### src/hw/rtl/assert_macros.svh
// Assertion macros shared by the tokenizer RTL.
// No dependencies; included by files that carry concurrent checks.
`ifndef ASSERT_MACROS_SVH
`define ASSERT_MACROS_SVH

// Same-cycle implication, gated off during reset.
`define SEPT_ASSERT_IMP(lbl, clk, rst_n, ante, cons) \
  lbl: assert property (@(posedge clk) disable iff (!rst_n) (ante) |-> (cons)) \
    else $error("check failed: same-cycle implication");

// Next-cycle implication, gated off during reset.
`define SEPT_ASSERT_NXT(lbl, clk, rst_n, ante, cons) \
  lbl: assert property (@(posedge clk) disable iff (!rst_n) (ante) |=> (cons)) \
    else $error("check failed: next-cycle implication");

`endif

### src/hw/rtl/sept_pkg.sv
// Shared types and codes for the separator/enclosure tokenizer.
// No dependencies.
`default_nettype none

package sept_pkg;

  localparam int CHAR_W = 8;
  localparam int CFG_W  = 64;
  localparam int CFG_IDX_W = 2;

  // Configuration register indexes
  localparam logic [CFG_IDX_W-1:0] REG_SEP_CHARS = 2'd0;
  localparam logic [CFG_IDX_W-1:0] REG_SEP_COUNT = 2'd1;
  localparam logic [CFG_IDX_W-1:0] REG_ENC_PAIRS = 2'd2;
  localparam logic [CFG_IDX_W-1:0] REG_ENC_COUNT = 2'd3;

  typedef enum logic [2:0] {
    MODE_IDLE  = 3'b001,
    MODE_PLAIN = 3'b010,
    MODE_ENCL  = 3'b100
  } mode_t;

  typedef enum logic [1:0] {
    KIND_BYTE    = 2'd0,
    KIND_END     = 2'd1,
    KIND_DISCARD = 2'd2,
    KIND_DONE    = 2'd3
  } kind_t;

  // Byte classification against the configured sets
  typedef struct packed {
    logic is_sep;
    logic is_open;
    logic is_pair;
  } cls_t;

  typedef struct packed {
    logic [CHAR_W-1:0] ch;
    kind_t             kind;
    logic              last;
  } res_t;

  // Up to three results caused by one input byte, in order
  typedef struct packed {
    res_t       r0;
    res_t       r1;
    res_t       r2;
    logic [1:0] cnt;
  } batch_t;

endpackage

`default_nettype wire

### src/hw/rtl/sept_class.sv
// Configuration registers and parallel byte comparators.
// Depends on sept_pkg.
`default_nettype none

module sept_class
  import sept_pkg::*;
#(
  parameter int MAX_SEPARATORS = 8,
  parameter int MAX_ENCLOSURES = 4
) (
  input  wire logic                 clk,
  input  wire logic                 rst_n,
  input  wire logic                 cfg_we,
  input  wire logic [CFG_IDX_W-1:0] cfg_idx,
  input  wire logic [CFG_W-1:0]     cfg_wdata,
  input  wire logic [CHAR_W-1:0]    c,
  input  wire logic [CHAR_W-1:0]    open_char,
  output cls_t                      cls
);

  localparam int SEP_W = 8 * MAX_SEPARATORS;
  localparam int ENC_W = 16 * MAX_ENCLOSURES;

  logic [SEP_W-1:0] sep_chars_r;
  logic [3:0]       sep_cnt_r;
  logic [ENC_W-1:0] enc_pairs_r;
  logic [2:0]       enc_cnt_r;
  logic [3:0]       sep_used;
  logic [2:0]       enc_used;

  always_ff @(posedge clk) begin
    if (!rst_n) begin
      sep_chars_r <= '0;
      sep_cnt_r   <= '0;
      enc_pairs_r <= '0;
      enc_cnt_r   <= '0;
    end else if (cfg_we) begin
      case (cfg_idx)
        REG_SEP_CHARS: sep_chars_r <= cfg_wdata[SEP_W-1:0];
        REG_SEP_COUNT: sep_cnt_r   <= cfg_wdata[3:0];
        REG_ENC_PAIRS: enc_pairs_r <= cfg_wdata[ENC_W-1:0];
        REG_ENC_COUNT: enc_cnt_r   <= cfg_wdata[2:0];
        default: ;
      endcase
    end
  end

  // counts above the limits saturate
  assign sep_used = (sep_cnt_r > 4'(MAX_SEPARATORS)) ? 4'(MAX_SEPARATORS) : sep_cnt_r;
  assign enc_used = (enc_cnt_r > 3'(MAX_ENCLOSURES)) ? 3'(MAX_ENCLOSURES) : enc_cnt_r;

  always_comb begin
    cls = '0;
    for (int k = 0; k < MAX_SEPARATORS; k++) begin
      if ((4'(k) < sep_used) && (sep_chars_r[8*k +: 8] == c))
        cls.is_sep = 1'b1;
    end
    for (int k = 0; k < MAX_ENCLOSURES; k++) begin
      if (3'(k) < enc_used) begin
        if (enc_pairs_r[16*k +: 8] == c)
          cls.is_open = 1'b1;
        if ((enc_pairs_r[16*k +: 8] == open_char) && (enc_pairs_r[16*k+8 +: 8] == c))
          cls.is_pair = 1'b1;
      end
    end
  end

endmodule

`default_nettype wire

### config.mk
export PLATFORM = sky130hd
export DESIGN_NAME = sept_class
export DESIGN_NICKNAME = d
export VERILOG_FILES = /design/src/hw/rtl/assert_macros.svh /design/src/hw/rtl/sept_pkg.sv /design/src/hw/rtl/sept_class.sv
export SDC_FILE = /design/constraint.sdc
export NUM_CORES = 1
export LEC_CHECK = 0
export BUFFER_PORTS_ARGS = -buffer_cell sky130_fd_sc_hd__buf_2
export CAP_MARGIN = 25
export CORE_MARGIN = 2
export CORE_UTILIZATION = 37
export CTS_CLUSTER_SIZE = 12
export DETAILED_ROUTE_END_ITERATION = 16
export SLEW_MARGIN = 20
export SYNTH_ARGS = -nofsm -noshare
export SYNTH_HDL_FRONTEND = slang
export SYNTH_SLANG_ARGS = --single-unit
### constraint.sdc
create_clock -name clk -period 2.1 [get_ports clk]
set_clock_uncertainty 0.15 [all_clocks]
set_input_delay 0.315 -clock clk [delete_from_list [all_inputs] [get_ports clk]]
set_output_delay 0.315 -clock clk [all_outputs]
set_load 0.01 [all_outputs]
==> results.sh <==
export IMPL_status="finished, violations left"
export IMPL_violations="setup timing"
export IMPL_cts_made_buffers=17
export IMPL_start_util_pct=38.07
export IMPL_n_antenna_cell=0
export IMPL_first_iter_violations=392
export IMPL_root_buffer="clkbuf_16"
export IMPL_timing_critical_path_from_type="register"
export IMPL_rows=49
export IMPL_netlist_instances=833
export IMPL_finalHoldWorstSlack_ns=0.01721
export IMPL_hp_class="in2reg"
export IMPL_num_vias=6202
export IMPL_post_route_period_util_pct=126.7
export IMPL_finalHoldViolations=0
export IMPL_globalRouteOverflowTotal=0
export IMPL_fp_dieH_microns=140.6
export IMPL_drt_vias_per_instance=4.954
export IMPL_p_leak_uw=0.003649
export IMPL_yosys_area_share_xor_xnor_pct=20.29
export IMPL_cts_tree="built"
export IMPL_clkTransAtPathRegs_ns=0.06
export IMPL_fin_tns_setup_ns=-1.178
export IMPL_grt_usage_pct=21.99
export IMPL_layout_commonest_cell="nand2_1"
export IMPL_grt_pass1_vias=5949
export IMPL_die_w_microns=140.6
export IMPL_synth_seq_cells=135
export IMPL_syn_area_per_cell_sq_um=8.293
export IMPL_netlist_area_sq_um=6908
export IMPL_final_cell_mix="nand2_1, dfxtp_1, a21boi_0, xor2_1, buf_2"
export IMPL_cp_max_fo=2
export IMPL_tightest_slew_ns=0.5099
export IMPL_drive_gt1_share_pct=21.51
export IMPL_core_region_area_sq_um=18150
export IMPL_ios=88
export IMPL_setup_ws_ns=-0.5605
export IMPL_fillerInstances=1737
export IMPL_drt_total_wl_mm=21.50
export IMPL_antenna_found_initial=0
export IMPL_dr_pass1_iters=4
export IMPL_ant_nets=0
export IMPL_grt_pass1_wl_mm=33.35
export IMPL_period_needed_ns=2.660
export IMPL_yosysWarnings=0
export IMPL_endpoint_kind="output pin"
export IMPL_ir_drop_mv=0.5172
export IMPL_h_tree_depth=4
export IMPL_required_ns=1.63
export IMPL_worstPathArrival_ns=2.20
export IMPL_slew_violations=0
export IMPL_rsz0062_at_grt="yes"
export IMPL_syn_to_final_growth_pct=34.12
export IMPL_critPathKind="reg2out"
export IMPL_synth_compound_area_share_pct=15.27
export IMPL_p_per_area_nw_per_um2=702.2
export IMPL_die_area_sq_um=19780
export IMPL_grt_max_degree=136
export IMPL_cts_max_path_buffers=2
export IMPL_io_buffers=87
export IMPL_slew_headroom_pct=66.01
export IMPL_synth_fp_nets=918
export IMPL_seq_area_frac_synth_pct=39.12
export IMPL_gp_congestion=0.8520
export IMPL_synth_cell_types=33
export IMPL_post_synth_and_or_nand_nor_area_fraction_pct=20.25
export IMPL_max_freq_mhz=375.9
export IMPL_wl_per_cell_microns=17.17
export IMPL_drc=0
export IMPL_clock_latency_ns=0.42
export IMPL_setup_violations=3
export IMPL_hpwlAfterDp_mm=14.59
export IMPL_clkSinkCount=135
export IMPL_maxCapViolCount=0
export IMPL_synthMuxAreaShare_pct=1.014
export IMPL_nNetsFinal=1095
export IMPL_synth_fa_ha_area_share_pct=0
export IMPL_synth_top_family_by_area="XOR/XNOR gates"
-- through the flow --
stage	total power [uW]	setup WS, ns	std cells	util (%)	instance area, sq um
after floorplan	3210	0.01523	833	-	6908
after global placement	3572	-0.4523	1168	44.50	8075
after detailed placement	3577	-0.4727	1168	44.50	8075
after CTS	6537	-0.5525	1252	50.77	9214
after global routing	6763	-0.6552	1252	51.05	9265
final	6506	-0.5605	1252	51.05	9265
-- sequential cells by signal, indices dropped and copies added (netlist names) --
register     flops
enc_cnt_r        3
enc_pairs_r     64
sep_chars_r     64
sep_cnt_r        4
-- synth_stat cells, drive strengths merged --
cell | instances | share of area [%]
dfxtp | 135 | 39
nor4 | 21 | 2.0
clkbuf | 41 | 2.2
a22oi | 1 | 0.11
o2111ai | 2 | 0.25
inv | 2 | 0.11
o41ai | 1 | 0.24
a21oi | 1 | 0.072
o211ai | 1 | 0.11
nor2 | 4 | 0.22
mux2i | 7 | 1.0
nand2 | 258 | 14
buf | 19 | 1.7
xor2 | 91 | 12
or2 | 1 | 0.091
o21ai | 1 | 0.072
nor3 | 8 | 0.58
nand3 | 6 | 0.43
nand4 | 19 | 1.7
nand3b | 3 | 0.33
nor2b | 7 | 0.63
o311ai | 1 | 0.13
xnor2 | 69 | 8.7
a21boi | 128 | 14
a31oi | 1 | 0.091
nor3b | 1 | 0.11
a211oi | 1 | 0.11
or3b | 1 | 0.13
o22ai | 2 | 0.18
-- cell families after synthesis --
| group | after synthesis |
|---|---|
| xor+xnor | 160 |
| compound gates | 140 |
| flops | 135 |
| simple gates | 329 |
| buf+inv | 62 |
| mux | 7 |
-- critical path: stages (launching register included) --
cell       delay (ns)
dfxtp_1          0.34
xor2_1           0.17
nor4_1           0.37
a22oi_1          0.16
nor2_1           0.13
nor4_1           0.06
o2111ai_1        0.33
buf_2            0.21
-- layer usage --
metal,GRT usage (%),vias up,routed length [microns]
met5,0,-,0
met4,6.579,0,368
met3,4.823,31,896
met2,35.02,142,10080
met1,29.98,2946,10160
li1,-,3083,-
-- power breakdown --
part / switching (uW) / total (uW) / internal [uW]
registers: 71.1 / 2720 / 2650
clock network: 1170 / 2890 / 1720
logic: 457 / 900 / 443
-- what timing repair did --
action                                  in CTS  in global routing
hold buffers                                51                  0
gates resized for setup                     11                 10
hold endpoints to repair                    89                  0
endpoints found under the setup margin       3                  3
pin swaps                                   12                 13
buffers inserted                             1                  0
-- cell type report --
type / count / area, sq um / area share [%]
Clock buffer: 21 / 470.5 / 5.078
Clock inverter: 11 / 100.1 / 1.080
Inverter: 2 / 7.507 / 0.08103
Multi-Input combinational cell: 636 / 4018 / 43.36
Sequential cell: 135 / 2709 / 29.24
Tap cell: 229 / 286.5 / 3.093
Timing Repair Buffer: 218 / 1674 / 18.07
-- path summary, 6_finish.rpt --
check                       start               to  slack, ns  depth (start not counted)
hold reg to reg   sep_chars_r[49]  sep_chars_r[49]       0.32                          2
setup / recovery  sep_chars_r[37]           cls[2]      -0.56                          7
setup reg to reg     sep_cnt_r[3]     sep_cnt_r[3]       1.14                          3
hold / removal      cfg_wdata[21]  sep_chars_r[21]       0.02                          3
Power figures use the tool's default switching activity.
