File: config.mk
export PLATFORM = sky130hd
export DESIGN_NAME = sept_step
export DESIGN_NICKNAME = d
export VERILOG_FILES = /design/src/hw/rtl/sept_pkg.sv /design/src/hw/rtl/sept_step.sv
export VERILOG_INCLUDE_DIRS = /design/src /design/src/hw/rtl
export SDC_FILE = /design/constraint.sdc
export NUM_CORES = 1
export LEC_CHECK = 0
export ABC_AREA = 1
export BUFFER_PORTS_ARGS = -buffer_cell sky130_fd_sc_hd__buf_2
export CAP_MARGIN = 30
export CORE_UTILIZATION = 44
export DETAILED_ROUTE_END_ITERATION = 7
export GPL_ROUTABILITY_DRIVEN = 0
export GPL_TIMING_DRIVEN = 0
export PLACE_DENSITY = 0.82
export SYNTH_ARGS = -nofsm -noshare
export SYNTH_HDL_FRONTEND = slang
export SYNTH_SLANG_ARGS = --single-unit
export TNS_END_PERCENT = 1
File: constraint.sdc
create_clock -name clk -period 3.44 [get_ports clk]
set_input_delay 0.344 -clock clk [delete_from_list [all_inputs] [get_ports clk]]
set_output_delay 0.344 -clock clk [all_outputs]
set_load 0.01 [all_outputs]
File: src/hw/rtl/assert_macros.svh
// Assertion macros shared by the tokenizer RTL.
// No dependencies; included by files that carry concurrent checks.
`ifndef ASSERT_MACROS_SVH
`define ASSERT_MACROS_SVH

// Same-cycle implication, gated off during reset.
`define SEPT_ASSERT_IMP(lbl, clk, rst_n, ante, cons) \
  lbl: assert property (@(posedge clk) disable iff (!rst_n) (ante) |-> (cons)) \
    else $error("check failed: same-cycle implication");

// Next-cycle implication, gated off during reset.
`define SEPT_ASSERT_NXT(lbl, clk, rst_n, ante, cons) \
  lbl: assert property (@(posedge clk) disable iff (!rst_n) (ante) |=> (cons)) \
    else $error("check failed: next-cycle implication");

`endif

File: src/hw/rtl/sept_pkg.sv
// Shared types and codes for the separator/enclosure tokenizer.
// No dependencies.
`default_nettype none

package sept_pkg;

  localparam int CHAR_W = 8;
  localparam int CFG_W  = 64;
  localparam int CFG_IDX_W = 2;

  // Configuration register indexes
  localparam logic [CFG_IDX_W-1:0] REG_SEP_CHARS = 2'd0;
  localparam logic [CFG_IDX_W-1:0] REG_SEP_COUNT = 2'd1;
  localparam logic [CFG_IDX_W-1:0] REG_ENC_PAIRS = 2'd2;
  localparam logic [CFG_IDX_W-1:0] REG_ENC_COUNT = 2'd3;

  typedef enum logic [2:0] {
    MODE_IDLE  = 3'b001,
    MODE_PLAIN = 3'b010,
    MODE_ENCL  = 3'b100
  } mode_t;

  typedef enum logic [1:0] {
    KIND_BYTE    = 2'd0,
    KIND_END     = 2'd1,
    KIND_DISCARD = 2'd2,
    KIND_DONE    = 2'd3
  } kind_t;

  // Byte classification against the configured sets
  typedef struct packed {
    logic is_sep;
    logic is_open;
    logic is_pair;
  } cls_t;

  typedef struct packed {
    logic [CHAR_W-1:0] ch;
    kind_t             kind;
    logic              last;
  } res_t;

  // Up to three results caused by one input byte, in order
  typedef struct packed {
    res_t       r0;
    res_t       r1;
    res_t       r2;
    logic [1:0] cnt;
  } batch_t;

endpackage

`default_nettype wire

File: src/hw/rtl/sept_step.sv
// Parse state and next-result logic for one byte.
// Depends on sept_pkg and assert_macros.svh.
`default_nettype none
`include "assert_macros.svh"

module sept_step
  import sept_pkg::*;
(
  input  wire logic              clk,
  input  wire logic              rst_n,
  input  wire logic              adv,
  input  wire logic [CHAR_W-1:0] c,
  input  wire logic              in_last,
  input  wire cls_t              cls,
  output logic [CHAR_W-1:0]      open_char,
  output batch_t                 batch
);

  mode_t             mode_r, mode_nxt;
  logic [CHAR_W-1:0] open_r, open_nxt;
  logic              has_r, has_nxt;

  logic  main_v, tail_v;
  res_t  main_res, tail_res, done_res;
  logic [1:0] cnt;
  logic  state_clear;

  assign open_char = open_r;

  always_comb begin
    mode_nxt = mode_r;
    open_nxt = open_r;
    has_nxt  = has_r;
    main_v   = 1'b0;
    main_res = '{ch: '0, kind: KIND_END, last: 1'b0};
    tail_v   = 1'b0;
    tail_res = '{ch: '0, kind: KIND_END, last: 1'b0};
    done_res = '{ch: '0, kind: KIND_DONE, last: 1'b0};

    case (mode_r)
      MODE_PLAIN: begin
        if (cls.is_sep) begin
          main_v   = 1'b1;
          mode_nxt = MODE_IDLE;
          has_nxt  = 1'b0;
        end else if (cls.is_open) begin
          main_v   = 1'b1;
          mode_nxt = MODE_ENCL;
          open_nxt = c;
          has_nxt  = 1'b0;
        end else begin
          main_v   = 1'b1;
          main_res = '{ch: c, kind: KIND_BYTE, last: 1'b0};
          has_nxt  = 1'b1;
        end
      end
      MODE_ENCL: begin
        if (cls.is_pair) begin
          main_v   = has_r;     // empty enclosed token gives nothing
          mode_nxt = MODE_IDLE;
          has_nxt  = 1'b0;
        end else begin
          main_v   = 1'b1;
          main_res = '{ch: c, kind: KIND_BYTE, last: 1'b0};
          has_nxt  = 1'b1;
        end
      end
      default: begin
        mode_nxt = MODE_IDLE;
        if (cls.is_sep) begin
          has_nxt = has_r;
        end else if (cls.is_open) begin
          mode_nxt = MODE_ENCL;
          open_nxt = c;
          has_nxt  = 1'b0;
        end else begin
          main_v   = 1'b1;
          main_res = '{ch: c, kind: KIND_BYTE, last: 1'b0};
          mode_nxt = MODE_PLAIN;
          has_nxt  = 1'b1;
        end
      end
    endcase

    // end of string closes whatever is open
    if (in_last) begin
      if (mode_nxt == MODE_PLAIN && has_nxt) begin
        tail_v = 1'b1;
      end else if (mode_nxt == MODE_ENCL && has_nxt) begin
        tail_v   = 1'b1;
        tail_res = '{ch: '0, kind: KIND_DISCARD, last: 1'b0};
      end
      mode_nxt = MODE_IDLE;
      open_nxt = '0;
      has_nxt  = 1'b0;
    end
  end

  // compact the three optional results into order
  assign cnt = 2'(main_v) + 2'(tail_v) + 2'(in_last);

  always_comb begin
    batch.cnt = cnt;
    batch.r0  = main_v ? main_res : (tail_v ? tail_res : done_res);
    batch.r1  = main_v ? (tail_v ? tail_res : done_res) : done_res;
    batch.r2  = done_res;
    batch.r0.last = (cnt == 2'd1);
    batch.r1.last = (cnt == 2'd2);
    batch.r2.last = (cnt == 2'd3);
  end

  always_ff @(posedge clk) begin
    if (!rst_n) begin
      mode_r <= MODE_IDLE;
      open_r <= '0;
      has_r  <= 1'b0;
    end else if (adv) begin
      mode_r <= mode_nxt;
      open_r <= open_nxt;
      has_r  <= has_nxt;
    end
  end

  assign state_clear = (mode_r == MODE_IDLE) && !has_r && (open_r == '0);

  `SEPT_ASSERT_NXT(a_last_clears_state, clk, rst_n, adv && in_last, state_clear)
  `SEPT_ASSERT_IMP(a_idle_has_no_bytes, clk, rst_n, mode_r == MODE_IDLE, !has_r)
  `SEPT_ASSERT_IMP(a_last_gives_results, clk, rst_n, adv && in_last, batch.cnt != 2'd0)

endmodule

`default_nettype wire

==> run_results.csv, run 1 <==
group,metric,value,unit
status,status,"completed",
die,row_count,15,
worst_setup_path,r2r_setup_slack,2.29,ns
worst_setup_path,endpoint_kind,"output pin",
worst_setup_path,r2r_cells,7,
sta,tns,0,ns
finish,drive_above_1_share,37.9,%
die,design.core.area,1800,um2
routing,avgRoutedWirePerCell,8.52,um
worst_setup_path,rr_endpoint,"open_char[5]",
clocking,postCtsHoldBufs,0,
global_routing,grt_max_degree,11,
die,start_util,49.0,%
finish,area_delta_synth_final,36.5,%
power_and_ir_drop,vdd_ir_drop_max,0.222,mV
routing,drtAntennaViolNets,0,
die,die_h,46.8,um
synthesis,ys_ff_latch,12,
die,io_pins,58,
clocking,clock_sink_count,12,
global_routing,overflow,0,
finish,diodes,0,
sta,rsz0062_at_grt,"no",
routing,drtIter0Drc,6,
power_and_ir_drop,power,0.000350,W
sta,finClkSkew,0.00315,ns
routing,drc,0,
clocking,postCtsSetupBuffers,0,
global_routing,grt_pass1_vias,789,
synthesis,yosysWarnings,0,
routing,firstDrtPassIters,4,
power_and_ir_drop,p_per_area,290,nW/um2
worst_setup_path,crit_end,"batch[2]",
worst_setup_path,arrival,2.01,ns
worst_setup_path,critPathKind,"flip-flop to output pin",
finish,nets,212,
clocking,cts-htree-levels,1,
synthesis,ys_seq_area_share,27.2,%
hold_path,hp-class,"primary input to flip-flop",
worst_setup_path,required,3.10,ns
routing,vias,920,
synthesis,avgSynthCellArea,6.50,um2
place,portBuffers,39,
sta,finalSetupViolations,0,
sta,hold_viol,0,
clocking,cts_tree,"yes",
worst_setup_path,r2r_start,"mode_r[1]",
clocking,ctsResizeCount,0,
run,drv_cap,0,
clocking,ctsRootBufferMaster,"clkbuf_4",
routing,routed_wl,1870,um
place,hpwl,1570,um
routing,vias_per_cell,4.18,
clocking,numCtsBuffers,3,
global_routing,antenna_found_initial,0,
die,fp.dieW,46.8,um
sta,period_share,68.3,%
worst_setup_path,cp-startpoint,"mode_r[2]",
synthesis,netlist-cell-type-count,20,
clocking,clkTransAtPathRegs,0.08,ns
clocking,clock_latency,0.27,ns
global_routing,grt_pass1_wl,3040,um
die,die_area,2190,um2
sta,period_minus_slack,2.35,ns
synthesis,syn_inst,136,
power_and_ir_drop,power.leakage,0.741,nW
worst_setup_path,startpoint_type,"flip-flop",
worst_setup_path,cp_max_fo,4,
sta,max_freq,426,MHz
clocking,cts_buffer_depth,2,
synthesis,syn_area,883,um2
global_routing,grtUsageTotal,19.3,%
sta,slew_viol_final,0,
Yosys cell counts (all sizes together):
library cell | instances | share of area (%)
nand2 | 39 | 19
inv | 21 | 8.9
buf | 18 | 15
nor2 | 16 | 9.5
dfxtp | 12 | 27
a21oi | 11 | 6.2
nand3 | 9 | 7.6
o21ai | 5 | 3.3
conb | 2 | 0.85
clkbuf | 1 | 0.42
ha | 1 | 1.4
or2 | 1 | 0.71
metal layers:
layer  track usage (%)  vias to the layer above  wire length (um)
met2              35.8                       36               992
li1                  -                      495                 -
met4              8.57                        0                11
met3              2.31                        2               103
met5                 0                        -                 0
met1              22.0                      387               766
flip-flops by register name, summed over array words and instances (netlist names):
register,cells
mode_r,3
has_r,1
open_char,8
area by class of cell:
class / count / area, um2
inverters: 21 / 78.8
plain buffers: 19 / 139
flip-flops and latches: 12 / 240
multi-input cells: 100 / 485
repair buffers: 39 / 195
well taps: 25 / 31.3
clock buffers: 4 / 36.3
fillers: 185 / 596
worst max-delay path, cell delays in order (launching register included):
cell and delay, ns:
dfxtp_1 0.43, nor2_1 0.09, nand2_1 0.08, nand2_1 0.06, or2_1 0.22, o21ai_2 0.06, inv_1 0.06, ha_1 0.28
nand3_1 0.13, nand2_2 0.08, nor2_1 0.09, buf_2 0.14
per-stage QoR:
step,utilization (%),setup WS [ns],hold slack (ns),instance area (um2),instances
floorplan,-,1.46,0.413,943,152
global placement,64.9,1.44,0.443,1170,216
detailed placement,64.9,1.39,0.455,1170,216
CTS,66.9,1.08,0.243,1210,220
global route,66.9,0.922,0.239,1210,220
finish,66.9,1.09,0.243,1210,220
cell usage in the layout (no fill, tap or decap), types with 2 or more instances in the layout:
cell and n:
nand3_2 2, buf_2 39, nor2_1 14, conb_1 18, inv_1 19, nand2_1 34, clkbuf_4 3, o21ai_0 4
inv_2 2, dfxtp_1 12, a21oi_1 11, nand2_2 4, nand3_1 6, buf_4 18
power by group:
group | leakage, nW | switching, W | total [W] | internal, W
Clock | 0.0210 | 0.0000485 | 0.000113 | 0.0000643
Sequential | 0.0972 | 0.00000264 | 0.000145 | 0.000142
Combinational | 0.623 | 0.0000532 | 0.0000929 | 0.0000397
Total | 0.741 | 0.000104 | 0.000350 | 0.000246
how the worst min path moves through the flow:
stage,slack (ns),to,cells past startpoint,start
2_1_floorplan,0.41,mode_r[0],1,rst_n
3_3_place_gp,0.44,open_char[7],2,open_char[7]
3_5_place_dp,0.45,open_char[2],2,open_char[2]
4_1_cts,0.24,mode_r[0],2,rst_n
5_1_grt,0.24,mode_r[0],2,rst_n
6_report,0.24,mode_r[0],2,rst_n
cell families (layout without fill, tap and decap cells):
| kind of cell | count (synthesis) | count (layout) | share of synthesized area [%] |
|---|---|---|---|
| compound gates | 16 | 16 | 9.49 |
| flops | 12 | 12 | 27.2 |
| buf+inv | 40 | 83 | 24.6 |
| fa+ha+maj | 1 | 1 | 1.42 |
| other cells | 2 | 18 | 0.850 |
| simple gates | 65 | 65 | 36.4 |
No activity file was read; power rests on OpenSTA's default activity.
==> run 2, diff against run 1 <==
- ABC_AREA: 1 -> 0
- CORE_UTILIZATION: 44 -> 38
- PLACE_DENSITY: 0.82 -> 0.75
- clock period: 3.44 -> 1.99 ns (I/O delays scaled with it)
==> run 2 against run 1 <==
Compared with the run above: the flow now finishes with violations (setup timing); setup slack lost 1.6 ns; flip-flop and latch count stayed put; combinational power up 89%; clock-buffer cell count down 1; global-route usage down 2.1 points; clock skew up 0.0011 ns; register-to-register slack lost 2.1 ns; routed wire length up 15%; power increased by 63%; sequential share of layout area down 0.45 points; critical path type unchanged.
==> run_results.csv, run 2 <==
group,metric,value,unit
hold_path,hp-class,"primary input to flip-flop",
finish,layout_commonest_cell,"buf_2",
run,drv_cap,0,
synthesis,synth_compound_area_share,22.4,%
power_and_ir_drop,power,0.000570,W
global_routing,grtUsageTotal,17.2,%
sta,worst_slack,-0.463,ns
synthesis,synth_async_sr_flop_share,0,%
synthesis,synth_commonest_cells,"buf_4, dfxtp_1, nand2_1",
routing,firstDrtPassIters,4,
worst_setup_path,cp_slowest_cell,"a2111o_2",
power_and_ir_drop,vdd_ir_drop_max,0.331,mV
finish,most-common-layout-cells,"buf_2, buf_4, conb_1, nand2_1",
sta,max_slew_margin,66.3,%
routing,drtAntennaViolNets,0,
worst_setup_path,r2r_setup_slack,0.19,ns
die,row_count,17,
worst_setup_path,endpoint_kind,"output pin",
clocking,clock_sink_count,12,
worst_setup_path,r2r_cells,5,
worst_setup_path,crit_chain,"or3b_4 > mux2_4 > a2111o_2 > mux2_2 > buf_2",
routing,routed_wl,2160,um
power_and_ir_drop,power.leakage,0.666,nW
synthesis,ys_ff_latch,12,
routing,avgRoutedWirePerCell,10.5,um
worst_setup_path,required,1.79,ns
global_routing,grt_pass1_wl,3420,um
synthesis,syn_area,915,um2
worst_setup_path,cp_max_fo,7,
worst_setup_path,max_stage_delay,0.47,ns
die,start_util,41.0,%
synthesis,yosysWarnings,0,
clocking,cts_buffer_depth,2,
sta,rsz0062_at_grt,"yes",
sta,tightest_slew,0.505,ns
global_routing,grt_pass1_vias,844,
clocking,cts_tree,"yes",
synthesis,synth_fa_ha_area_share,1.37,%
synthesis,yosysTopAreaCell,"dfxtp_1",
clocking,numCtsBuffers,3,
worst_setup_path,rr_endpoint,"open_char[0]",
synthesis,ys_seq_area_share,26.3,%
synthesis,yosysTopAreaCellShare,26.3,%
die,die_area,2610,um2
clocking,clkTransAtPathRegs,0.07,ns
hold_path,min_path_cells,3,
synthesis,yosys.area_share.simple,22.6,%
sta,finalSetupViolations,16,
power_and_ir_drop,p_per_area,446,nW/um2
sta,period_share,123,%
hold_path,worstHoldEndpoint,"open_char[4]",
sta,slew_viol_final,0,
finish,area_delta_synth_final,39.8,%
worst_setup_path,cpLargestDelayFamily,"multiplexers",
worst_setup_path,critPathKind,"flip-flop to output pin",
synthesis,syn_inst,116,
routing,drtIter0Drc,13,
die,die_h,51.1,um
global_routing,grt_max_degree,11,
sta,tns,-6.05,ns
die,fp.dieW,51.1,um
die,io_pins,58,
worst_setup_path,path_depth,5,
finish,diodes,0,
clocking,clock_latency,0.27,ns
synthesis,yosys-top-cells-area,"dfxtp_1, buf_4, and2_1, a21boi_0, nor2b_1",
place,hpwl,1650,um
synthesis,synthXorXnorAreaFrac,1.92,%
finish,fin_cells,205,
place,place_inst,199,
finish,drive_above_1_share,44.1,%
finish,largest_register_ff_count,8,
synthesis,avgSynthCellArea,7.88,um2
clocking,postCtsHoldBufs,0,
routing,drc,0,
clocking,cts-htree-levels,1,
synthesis,netlist-cell-type-count,31,
routing,vias_per_cell,4.41,
status,violations,"setup timing",
global_routing,antenna_found_initial,0,
hold_path,min_from,"c[4]",
sta,max_freq,408,MHz
worst_setup_path,worst-path-buf-inv,1,
worst_setup_path,arrival,2.25,ns
synthesis,synth_flop_cell,"dfxtp_1",
finish,utilization,57.3,%
sta,period_minus_slack,2.45,ns
synthesis,synthMuxAreaShare,6.57,%
finish,nets,195,
worst_setup_path,r2r_start,"mode_r[1]",
global_routing,overflow,0,
place,portBuffers,39,
die,design.core.area,2230,um2
synthesis,synth-edff-count,0,
worst_setup_path,startpoint_type,"flip-flop",
sta,finClkSkew,0.00425,ns
synthesis,synth_top_family_by_area,"simple AND/OR/NAND/NOR gates",
routing,vias,905,
sta,hold_viol,0,
clocking,ctsRootBufferMaster,"clkbuf_4",
synthesis,yosysMostFrequentCell,"buf_4",
status,status,"complete, but fails checks",
[run 2: changes by cell type in the layout (fill, tap and decap cells not counted), moves of 5 or more]
cell      before  now
nand2_1       34   12
o21ai_0        4   10
and2_1         0   10
nor2b_1        0    8
inv_1         19    5
nor2_1        14    3
a21boi_0       0    8
a21oi_1       11    1
nand3_1        6    1
[run 2: layer usage]
| metal | up-vias | GRT usage (%) | share of wire (%) |
|---|---|---|---|
| met3 | 0 | 4.46 | 7.2 |
| met1 | 393 | 18.3 | 42 |
| met5 | - | 0 | 0 |
| met2 | 31 | 30.0 | 51 |
| met4 | 0 | 10.6 | 0 |
| li1 | 481 | - | - |
[run 2: worst reg2reg max path: cells and delay by family (launching register included)]
family,cells,cell delay (ns)
compound gates,3,0.79
simple gates,1,0.39
flops,1,0.37
buf+inv,1,0.16
[run 2: repair_timing]
action	in CTS	in global routing
resized for setup	5	3
endpoints found under the setup margin	16	16
pin swaps	1	1
setup buffers	3	0
[run 2: logic make-up (layout without fill, tap and decap cells)]
family	count (synthesis)	in the layout
flip-flops	12	12
AND/OR/NAND/NOR	38	38
other	2	18
adder cells (fa/ha/maj)	1	1
multiplexers	5	5
AO/OA/AOI/OAI	30	30
buffers and inverters	26	71
XOR/XNOR	2	2
[run 2: cell type report]
cell class,instances,area [um2]
fillers,229,955
clock buffers,3,22.5
well taps,28,35.0
repair buffers,42,224
flip-flops and latches,12,249
plain buffers,21,150
inverters,5,18.8
multi-input cells,94,579
[run 2: worst max-delay path by stage]
stage	startpoint	end	slack, ns
detailed placement	mode_r[2]	batch[27]	-0.30
CTS	mode_r[1]	batch[24]	-0.50
finish	mode_r[1]	batch[24]	-0.46
global placement	mode_r[2]	batch[31]	-0.24
floorplan	mode_r[2]	batch[13]	-0.05
global route	mode_r[1]	batch[13]	-0.53
[run 2: stage by stage]
step / cell area, um2 / hold slack (ns) / worst slack [ns]
after global routing: 1280 / 0.192 / -0.526
final: 1280 / 0.188 / -0.463
after global placement: 1210 / 0.460 / -0.241
after CTS: 1260 / 0.180 / -0.500
after detailed placement: 1210 / 0.467 / -0.302
after floorplan: 978 / 0.343 / -0.0539
[run 2: power breakdown]
group	leakage [nW]	switching [W]	internal (W)
clock	0.0138	0.0000768	0.0000699
sequential	0.0983	0.00000400	0.000243
combinational	0.554	0.0000900	0.0000861
==> run 3, diff against run 2 <==
- CELL_PAD_IN_SITES_DETAIL_PLACEMENT: unset -> 1
- CELL_PAD_IN_SITES_GLOBAL_PLACEMENT: unset -> 2
- CORE_UTILIZATION: 38 -> 19
- PLACE_DENSITY: 0.75 -> 0.73
==> run 3 against run 2 <==
Compared with the run above: the run ends with DRC, setup timing left; largest power group unchanged; die area increased by 95%; final cell count increased by 11%; routed wire length increased by 27%.
==> run_results.csv, run 3 (same netlist as run 2, synthesis figures left out) <==
group,metric,value,unit
status,status,"complete, but fails checks",
status,violations,"DRC, setup timing",
worst_setup_path,arrival,2.21,ns
worst_setup_path,required,1.79,ns
global_routing,grt_max_degree,11,
worst_setup_path,startpoint_type,"flip-flop",
power_and_ir_drop,p_sw_share,27.9,%
worst_setup_path,cp_max_fo,5,
clocking,clkTransAtPathRegs,0.05,ns
sta,tns,-5.24,ns
hold_path,hp-class,"primary input to flip-flop",
global_routing,grtUsageTotal,11.5,%
finish,most-common-layout-cells,"buf_2, buf_4, conb_1, nand2_1",
routing,drtAntennaViolNets,0,
power_and_ir_drop,p_clk_share,33.5,%
power_and_ir_drop,power.leakage,0.658,nW
routing,vias,952,
place,portBuffers,39,
clocking,ctsRootBufferMaster,"clkbuf_8",
sta,tightest_slew,0.548,ns
power_and_ir_drop,pwr-share-seq,38.9,%
finish,fillers,555,
place,post-place-ws,-0.420,ns
sta,max_freq,415,MHz
clocking,clock_sink_count,12,
global_routing,grt_pass1_wl,4580,um
finish,drive_above_1_share,43.8,%
die,die_area,5100,um2
finish,design_area,1310,um2
finish,largest_register_ff_count,8,
sta,period_share,121,%
routing,firstDrtPassIters,6,
place,hpwl,2210,um
sta,max_slew_margin,63.5,%
sta,finClkSkew,0.00374,ns
clocking,cts_tree,"yes",
power_and_ir_drop,comb_power_share,27.7,%
routing,avgRoutedWirePerCell,12.0,um
finish,area_delta_synth_final,42.8,%
worst_setup_path,cp-startpoint,"mode_r[0]",
sta,rsz0062_at_grt,"yes",
sta,worst_slack,-0.420,ns
hold_path,min_from,"c[1]",
finish,layout_commonest_cell,"buf_2",
worst_setup_path,r2r_start,"mode_r[0]",
finish,multiInputGateArea,574,um2
global_routing,grt_pass1_vias,984,
power_and_ir_drop,p_per_area,492,nW/um2
sta,finalSetupViolations,16,
finish,utilization,29.0,%
finish,register_area,246,um2
die,io_pins,58,
sta,slew_viol_final,0,
finish,nets,194,
die,start_util,20.3,%
clocking,cts_buffer_depth,2,
worst_setup_path,critPathKind,"flip-flop to output pin",
sta,hold_viol,0,
finish,diodes,0,
routing,routed_wl,2740,um
place,place_area,1240,um2
worst_setup_path,endpoint_kind,"output pin",
routing,vias_per_cell,4.18,
die,design.core.area,4500,um2
power_and_ir_drop,p_switching,0.000179,W
global_routing,overflow,0,
sta,period_minus_slack,2.41,ns
global_routing,antenna_found_initial,0,
clocking,clock_latency,0.24,ns
routing,wl_met1,1210,um
power_and_ir_drop,vdd_ir_drop_max,0.338,mV
die,fp.dieW,71.4,um
clocking,numCtsBuffers,3,
routing,met2_wirelength,1340,um
routing,drtIter0Drc,27,
run,drv_cap,0,
routing,drc,4,
routing,dr_wl_met3,167,um
die,row_count,24,
routing,top_layer,"met4",
power_and_ir_drop,p_int,0.000463,W
die,die_h,71.4,um
power_and_ir_drop,power,0.000642,W
clocking,cts-htree-levels,1,
clocking,postCtsHoldBufs,0,
run 3: cell types whose count changed in the layout (fill, tap and decap cells not counted):
cell,delta
clkbuf_4,-4
dfxtp_2,+1
clkbuf_8,+3
o41ai_1,+1
dfxtp_4,-1
o41ai_2,-1
buf_6,-1
buf_2,+1
ha_1,-1
ha_2,+1
run 3: final cells by class:
class	instances	share of cell area, %
clock buffer	3	3.16
timing repair buffer	41	16.1
buffer	21	11.5
sequential	12	18.9
multi-input combinational	94	44.0
inverter	5	1.44
tap	52	4.98
run 3: power by group through the flow:
stage	Combinational [W]	Sequential [W]	Clock (W)
2_1_floorplan	0.000115	0.000256	0
3_3_place_gp	0.000170	0.000256	0
3_5_place_dp	0.000174	0.000256	0
4_1_cts	0.000178	0.000249	0.000227
5_1_grt	0.000199	0.000250	0.000234
6_report	0.000178	0.000250	0.000215
run 3: timing repair:
action	in CTS	in global routing
pin swaps	1	1
resized for setup	6	1
setup buffers	2	0
endpoints found under the setup margin	16	16
run 3: path summary, 6_finish.rpt:
check / to / slack (ns) / cells past startpoint
setup / recovery: batch[13] / -0.42 / 5
hold / removal: open_char[1] / 0.23 / 3
setup reg to reg: open_char[6] / 0.18 / 5
hold reg to reg: open_char[0] / 0.49 / 2
run 3: per-stage QoR:
step | hold WS [ns] | cells
floorplan | 0.343 | 132
global placement | 0.465 | 223
detailed placement | 0.478 | 223
CTS | 0.225 | 228
global route | 0.237 | 228
finish | 0.229 | 228
run 3: critical path, cell delays in order (launching register included):
cell and delay [ns]:
dfxtp_2 0.34, or3b_4 0.41, mux2_4 0.32, a2111o_2 0.48, mux2_2 0.29, buf_2 0.14
run 3: metal layers:
metal | global-route usage [%] | vias up
met5 | 0 | -
met4 | 2.67 | 0
met3 | 2.67 | 2
met2 | 20.8 | 39
met1 | 13.6 | 432
li1 | - | 479
